<file path="src/rtl/core/bscl_pkg.sv">
`default_nettype none

package bscl_pkg;

  // Fixed widths of the request / response fields
  localparam int unsigned OP_W      = 2;
  localparam int unsigned ID_W      = 64;
  localparam int unsigned DIST_W    = 32;
  localparam int unsigned POS_W     = 8;
  localparam int unsigned STATUS_W  = 3;
  localparam int unsigned COUNT_W   = 9;
  localparam int unsigned CFG_W     = 9;

  // Defaults for the top level parameters
  localparam int unsigned DEF_MAX_SLOTS = 256;
  localparam int unsigned DEF_ID_BITS   = 64;
  localparam int unsigned DEF_DIST_BITS = 32;

  localparam logic [CFG_W-1:0] CAP_RESET = CFG_W'(200);

  typedef enum logic [OP_W-1:0] {
    OP_CLEAR  = 2'd0,
    OP_INSERT = 2'd1,
    OP_VISIT  = 2'd2,
    OP_READ   = 2'd3
  } op_e;

  typedef enum logic [STATUS_W-1:0] {
    ST_DONE           = 3'd0,
    ST_DUPLICATE      = 3'd1,
    ST_DROPPED        = 3'd2,
    ST_NONE_UNVISITED = 3'd3,
    ST_EMPTY_POS      = 3'd4
  } status_e;

  typedef struct packed {
    op_e                operation;
    logic [ID_W-1:0]    node_id;
    logic [DIST_W-1:0]  node_distance;
    logic [POS_W-1:0]   read_position;
  } req_t;

  typedef struct packed {
    logic [ID_W-1:0]    entry_id;
    logic [DIST_W-1:0]  entry_distance;
    logic               entry_was_visited;
    status_e            status;
    logic [COUNT_W-1:0] list_count;
    logic [COUNT_W-1:0] unvisited_count;
  } rsp_t;

  // Strobes toward the entry store
  typedef struct packed {
    logic wr_en;
    logic rd_en;
  } mem_ctl_t;

endpackage

`default_nettype wire

</file>
<file path="src/rtl/core/bscl_ctrl.sv">
`default_nettype none

module bscl_ctrl #(
  parameter int unsigned MAX_SLOTS = 256,
  parameter int unsigned ID_BITS   = 64,
  parameter int unsigned DIST_BITS = 32,
  localparam int unsigned IDX_W    = $clog2(MAX_SLOTS),
  localparam int unsigned CNT_W    = $clog2(MAX_SLOTS + 1),
  localparam int unsigned ENT_W    = ID_BITS + DIST_BITS + 1
) (
  input  wire logic               clk_i,
  input  wire logic               rst_ni,
  input  wire logic               start_i,
  input  wire bscl_pkg::req_t     req_i,
  input  wire logic [CNT_W-1:0]   cap_i,
  output logic                    busy_o,
  output bscl_pkg::mem_ctl_t      mem_ctl_o,
  output logic [IDX_W-1:0]        waddr_o,
  output logic [ENT_W-1:0]        wdata_o,
  output logic [IDX_W-1:0]        raddr_o,
  input  wire logic [ENT_W-1:0]   rdata_i,
  output logic                    rsp_valid_o,
  output bscl_pkg::rsp_t          rsp_o
);
  import bscl_pkg::*;

  localparam int unsigned RP_W = (CNT_W > POS_W) ? CNT_W : POS_W;

  typedef enum logic [4:0] {
    S_IDLE   = 5'b00001,
    S_SCAN   = 5'b00010,
    S_DECIDE = 5'b00100,
    S_SHIFT  = 5'b01000,
    S_RDD    = 5'b10000
  } state_e;

  state_e               state_q, state_d;
  op_e                  op_q, op_d;
  logic [ID_BITS-1:0]   id_q, id_d;
  logic [DIST_BITS-1:0] dist_q, dist_d;
  logic [CNT_W-1:0]     occ_q, occ_d;
  logic [CNT_W-1:0]     pend_q, pend_d;
  logic [CNT_W-1:0]     ptr_q, ptr_d;
  logic [CNT_W-1:0]     pos_q, pos_d;
  logic [IDX_W-1:0]     ra_q, ra_d;
  logic                 rv_q, rv_d;
  logic                 found_q, found_d;
  logic                 lastvis_q, lastvis_d;
  logic                 rsp_v_q, rsp_v_d;
  rsp_t                 rsp_q, rsp_d;

  logic [ID_BITS-1:0]   rd_id;
  logic [DIST_BITS-1:0] rd_dist;
  logic                 rd_vis;
  logic                 id_eq;
  logic                 dist_lt;
  logic                 fin;
  status_e              st;
  logic [ID_BITS-1:0]   out_id;
  logic [DIST_BITS-1:0] out_dist;
  logic                 out_vis;

  assign rd_id   = rdata_i[ID_BITS-1:0];
  assign rd_dist = rdata_i[ID_BITS +: DIST_BITS];
  assign rd_vis  = rdata_i[ENT_W-1];

  // shared compare unit, fed by the store's read port
  assign id_eq   = (rd_id == id_q);
  assign dist_lt = (dist_q < rd_dist);

  always_comb begin
    state_d   = state_q;
    op_d      = op_q;
    id_d      = id_q;
    dist_d    = dist_q;
    occ_d     = occ_q;
    pend_d    = pend_q;
    ptr_d     = ptr_q;
    pos_d     = pos_q;
    ra_d      = ra_q;
    rv_d      = 1'b0;
    found_d   = found_q;
    lastvis_d = lastvis_q;
    mem_ctl_o = '0;
    raddr_o   = ptr_q[IDX_W-1:0];
    waddr_o   = ra_q;
    wdata_o   = rdata_i;
    fin       = 1'b0;
    st        = ST_DONE;
    out_id    = '0;
    out_dist  = '0;
    out_vis   = 1'b0;

    case (state_q)
      S_IDLE: begin
        if (start_i) begin
          op_d      = req_i.operation;
          id_d      = req_i.node_id[ID_BITS-1:0];
          dist_d    = req_i.node_distance[DIST_BITS-1:0];
          ptr_d     = '0;
          found_d   = 1'b0;
          lastvis_d = 1'b0;
          case (req_i.operation)
            OP_CLEAR: begin
              occ_d  = '0;
              pend_d = '0;
              fin    = 1'b1;
            end
            OP_INSERT, OP_VISIT: begin
              state_d = S_SCAN;
            end
            OP_READ: begin
              if (RP_W'(req_i.read_position) < RP_W'(occ_q)) begin
                mem_ctl_o.rd_en = 1'b1;
                raddr_o         = IDX_W'(req_i.read_position);
                state_d         = S_RDD;
              end else begin
                fin = 1'b1;
                st  = ST_EMPTY_POS;
              end
            end
            default: ;
          endcase
        end
      end

      S_RDD: begin
        fin      = 1'b1;
        out_id   = rd_id;
        out_dist = rd_dist;
        out_vis  = rd_vis;
      end

      // walk 0..occ-1, one read per cycle, compare in the next cycle
      S_SCAN: begin
        if (ptr_q < occ_q) begin
          mem_ctl_o.rd_en = 1'b1;
          raddr_o         = ptr_q[IDX_W-1:0];
          ra_d            = ptr_q[IDX_W-1:0];
          rv_d            = 1'b1;
          ptr_d           = ptr_q + 1'b1;
        end
        if (rv_q) begin
          if (op_q == OP_INSERT) begin
            if (id_eq) begin
              fin = 1'b1;
              st  = ST_DUPLICATE;
            end else begin
              if (!found_q && dist_lt) begin
                found_d = 1'b1;
                pos_d   = CNT_W'(ra_q);
              end
              if (CNT_W'(ra_q) == occ_q - 1'b1) begin
                lastvis_d = rd_vis;
              end
            end
          end else if (!rd_vis) begin
            mem_ctl_o.wr_en = 1'b1;
            waddr_o         = ra_q;
            wdata_o         = {1'b1, rd_dist, rd_id};
            if (pend_q != '0) begin
              pend_d = pend_q - 1'b1;
            end
            fin      = 1'b1;
            out_id   = rd_id;
            out_dist = rd_dist;
          end
        end else if (ptr_q >= occ_q) begin
          if (op_q == OP_INSERT) begin
            state_d = S_DECIDE;
          end else begin
            fin = 1'b1;
            st  = ST_NONE_UNVISITED;
          end
        end
      end

      S_DECIDE: begin
        pos_d = found_q ? pos_q : occ_q;
        if (occ_q < cap_i) begin
          ptr_d   = occ_q;
          occ_d   = occ_q + 1'b1;
          pend_d  = pend_q + 1'b1;
          state_d = S_SHIFT;
        end else if (!found_q) begin
          fin = 1'b1;
          st  = ST_DROPPED;
        end else begin
          // last entry falls off; its pending mark goes with it
          ptr_d   = occ_q - 1'b1;
          pend_d  = lastvis_q ? pend_q + 1'b1 : pend_q;
          state_d = S_SHIFT;
        end
      end

      // move entries pos..last-1 up by one, top down; read j, write j+1
      S_SHIFT: begin
        if (ptr_q > pos_q) begin
          mem_ctl_o.rd_en = 1'b1;
          raddr_o         = IDX_W'(ptr_q - 1'b1);
          ra_d            = IDX_W'(ptr_q - 1'b1);
          rv_d            = 1'b1;
          ptr_d           = ptr_q - 1'b1;
        end
        if (rv_q) begin
          mem_ctl_o.wr_en = 1'b1;
          waddr_o         = ra_q + 1'b1;
          wdata_o         = rdata_i;
        end else if (ptr_q <= pos_q) begin
          mem_ctl_o.wr_en = 1'b1;
          waddr_o         = IDX_W'(pos_q);
          wdata_o         = {1'b0, dist_q, id_q};
          fin             = 1'b1;
        end
      end

      default: begin
        state_d = S_IDLE;
      end
    endcase

    if (fin) begin
      state_d = S_IDLE;
    end

    rsp_v_d                   = fin;
    rsp_d.entry_id            = ID_W'(out_id);
    rsp_d.entry_distance      = DIST_W'(out_dist);
    rsp_d.entry_was_visited   = out_vis;
    rsp_d.status              = st;
    rsp_d.list_count          = COUNT_W'(occ_d);
    rsp_d.unvisited_count     = COUNT_W'(pend_d);
  end

  always_ff @(posedge clk_i or negedge rst_ni) begin
    if (!rst_ni) begin
      state_q <= S_IDLE;
      occ_q   <= '0;
      pend_q  <= '0;
      rv_q    <= 1'b0;
      rsp_v_q <= 1'b0;
    end else begin
      state_q <= state_d;
      occ_q   <= occ_d;
      pend_q  <= pend_d;
      rv_q    <= rv_d;
      rsp_v_q <= rsp_v_d;
    end
  end

  always_ff @(posedge clk_i) begin
    op_q      <= op_d;
    id_q      <= id_d;
    dist_q    <= dist_d;
    ptr_q     <= ptr_d;
    pos_q     <= pos_d;
    ra_q      <= ra_d;
    found_q   <= found_d;
    lastvis_q <= lastvis_d;
    rsp_q     <= rsp_d;
  end

  assign busy_o      = (state_q != S_IDLE);
  assign rsp_valid_o = rsp_v_q;
  assign rsp_o       = rsp_q;

endmodule

`default_nettype wire

</file>
<file path="config.mk">
export PLATFORM = sky130hd
export DESIGN_NAME = bscl_ctrl
export DESIGN_NICKNAME = d
export VERILOG_FILES = /design/src/rtl/core/bscl_pkg.sv /design/src/rtl/core/bscl_ctrl.sv
export SDC_FILE = /design/constraint.sdc
export NUM_CORES = 1
export LEC_CHECK = 0
export ABC_AREA = 1
export BUFFER_PORTS_ARGS = -buffer_cell sky130_fd_sc_hd__buf_2
export CAP_MARGIN = 5
export CORE_AREA = 2 2 175 177
export CTS_CLUSTER_SIZE = 24
export DETAILED_ROUTE_END_ITERATION = 10
export DIE_AREA = 0 0 177 179
export PLACE_DENSITY_LB_ADDON = 0.25
export SETUP_SLACK_MARGIN = 0.02
export SYNTH_ARGS = -nofsm -noshare
export SYNTH_HDL_FRONTEND = slang
export SYNTH_SLANG_ARGS = --single-unit
</file>
<file path="constraint.sdc">
create_clock -name clk_i -period 7.6 [get_ports clk_i]
set_input_delay 0.38 -clock clk_i [delete_from_list [all_inputs] [get_ports clk_i]]
set_output_delay 0.38 -clock clk_i [all_outputs]
set_load 0.005 [all_outputs]
</file>
==> impl_metrics.json <==
{
  "synthCells": 1771,
  "yosys.area_share.simple_pct": 18.4,
  "cp.arrival_ps": 4160,
  "synth-xor-area-share_pct": 2.54,
  "p_leak_nw": 9.73,
  "synthMuxAreaShare_pct": 0,
  "routed_wl_um": 53600,
  "synth_edf_count": 126,
  "fmax_mhz": 220,
  "yosysMostFrequentCell": "nand2_1",
  "r2r_start": "state_q[4]",
  "grt_overflow": 0,
  "min_path_type": "input pin to flip-flop",
  "clkTransAtPathRegs_ps": 70,
  "r2r_end": "ptr_q[6]",
  "grt.total_usage_pct": 32.4,
  "drtAntennaViolNets": 0,
  "syn_to_final_growth_pct": 32.5,
  "drtIter0Drc": 1367,
  "cts-root-buf": "clkbuf_16",
  "antenna_found_initial": 12,
  "maxSlewHeadroom_pct": 20.2,
  "yosysWarnings": 0,
  "cts_max_path_buffers": 3,
  "worst_setup_path_start_kind": "flip-flop",
  "initial_utilization_pct": 48.2,
  "first_global_vias": 14400,
  "port_buffers": 449,
  "pwr_density_cell_nw_per_um2": 331,
  "tns_ps": 0,
  "worstHoldPathCells": 1,
  "synth_nets": 2061,
  "synth_top_area_share_pct": 26.2,
  "syn_area_um2": 14500,
  "worstMarginPinSlew_ps": 1200,
  "route.vias.total": 14900,
  "hold_viol": 0,
  "htreeDepth": 1,
  "wl_per_cell_um": 19.7,
  "met2_length_um": 25500,
  "r2r_setup_slack_ps": 3980,
  "yosys-top-cells-count": "nand2_1 (363), inv_1 (256), nor2_1 (190), o21ai_0 (166), edfxtp_1 (126)",
  "boundaryPins": 450,
  "viasPerCell": 5.47,
  "yosysTopAreaCell": "edfxtp_1",
  "die_h_um": 179,
  "numCtsBuffers": 31,
  "routed.top_layer": "met5",
  "crit_fanout": 108,
  "syn_avg_cell_area_um2": 8.17,
  "nets": 2582,
  "synth_area_leaders": "edfxtp_1 (26%), dfxtp_1 (16%), nand2_1 (9.4%)",
  "async_flop_share_pct": 9.29,
  "synth_seq_cells": 269,
  "hold_ws_ps": 24.3,
  "synthDistinctLibCells": 45,
  "drive_above_1_share_pct": 23.4,
  "path_class": "flip-flop to output pin",
  "coreArea_um2": 30000,
  "clk_latency_ps": 570,
  "fin_crit_sh_pct": 59.8,
  "post_cts_resized": 0,
  "hold_path_end": "op_q[1]",
  "wl_met3_um": 4720,
  "cts.sinks": 269,
  "ir_drop_mv": 0.252,
  "synthAdderAreaFrac_pct": 6.49,
  "end_kind": "output pin",
  "worstRegToRegCells": 8,
  "tritoncts": "built",
  "maxSlewViolCount": 0,
  "synth_flop_cell": "edfxtp_1",
  "rows": 64,
  "wl_met1_um": 20100,
  "dieArea_um2": 31700,
  "drtPass1Iterations": 5,
  "status": "completed",
  "die_w_um": 177,
  "period_needed_ps": 4540,
  "drcViolationCount": 0,
  "gp_congestion": 1.05,
  "synth-compound-area-share_pct": 17.0,
  "hp-start": "req_i[105]",
  "worstPathRequired_ps": 7220,
  "rsz0062_at_grt": "false",
  "setup_violations": 0,
  "cap_violations": 0,
  "clock_skew_ps": 13.2,
  "grt_pass1_wl_um": 78700,
  "dp_hpwl_um": 39800,
  "synth_top_family_by_area": "simple AND/OR/NAND/NOR gates",
  "grt_max_degree": 109,
  "synth_seq_area_share_pct": 46.8
}
## flip-flops by register name, summed over array words and instances (netlist names), 2 cells and up
register and cells:
ptr_q 9, id_q 64, op_q 2, pend_q 9, occ_q 9, ra_q 8, pos_q 9, dist_q 32
state_q 5, rsp_o 118
## repair_timing
action / 4_1_cts / 5_1_grt
hold buffers: 95 / 0
endpoints found under the hold margin: 118 / 0
buffers inserted: 0 / 0
## worst max path at each step
stage	startpoint	to	slack [ps]
after floorplan	state_q[3]	dist_q[0]	1870
after global placement	ptr_q[5]	wdata_o[37]	3870
after detailed placement	ptr_q[8]	wdata_o[37]	3750
after CTS	ptr_q[4]	wdata_o[37]	3130
after global routing	ptr_q[8]	wdata_o[60]	2660
final	ptr_q[4]	wdata_o[50]	3060
## layer usage
metal / up-vias / global-route usage, %
met2: 762 / 54.1
met4: 12 / 17.4
met1: 6911 / 38.4
met3: 207 / 8.18
li1: 6990 / -
met5: - / 0
## metrics by stage
step	power [mW]	util (%)	cell area, um2	worst slack [ps]	instances
final	6.33	63.8	19200	3060	2721
after global routing	6.69	63.7	19100	2660	2715
after floorplan	3.59	-	14500	1870	1771
after CTS	6.30	63.7	19100	3130	2713
after global placement	4.56	56.8	17100	3870	2560
after detailed placement	4.60	56.8	17100	3750	2560
## where the power goes
group / total (mW) / internal [mW] / switching, mW
logic: 2.60 / 0.865 / 1.74
registers: 2.08 / 1.87 / 0.202
clock network: 1.66 / 1.02 / 0.639
total: 6.33 / 3.76 / 2.58
## worst max-delay path, stage by stage, from the launching register on
cell and delay [ps]:
edfxtp_1 500, ha_1 370, nand2_1 80, o21ai_0 190, a21oi_1 80, o21ai_1 90, nand2_1 120, inv_2 80
nor2_1 100, inv_6 470, buf_4 840, o21ai_0 190, a22oi_1 220, buf_2 160
## placed cells by master, fill, tap and decap left out, types with 60 or more instances in the layout
master | synthesis | final
buf_2 | 4 | 449
nand2_1 | 363 | 363
inv_1 | 256 | 255
nor2_1 | 190 | 189
o21ai_0 | 166 | 166
edfxtp_1 | 126 | 126
dfxtp_1 | 118 | 118
a22oi_1 | 98 | 98
dlygate4sd3_1 | 0 | 95
ha_1 | 75 | 75
a21oi_1 | 60 | 60
## cells by family (layout without fill, tap and decap cells)
group                      count (synthesis)  after routing
AOI/OAI and AO/OA                        402            402
xor gates and xnor gates                  42             42
adders and majority gates                 75             75
buffers and inverters                    333            879
DFF                                      269            269
other                                      0              8
and+or+nand+nor                          650            650
## area by class of cell
class	count	area, um2
clock inverters	22	305
diodes	8	20.0
fillers	2632	10900
inverters	267	1010
clock buffers	36	826
multi-input cells	1169	6450
well taps	396	495
repair buffers	554	3270
flip-flops and latches	269	6770
No activity file was read; power rests on OpenSTA's default activity.
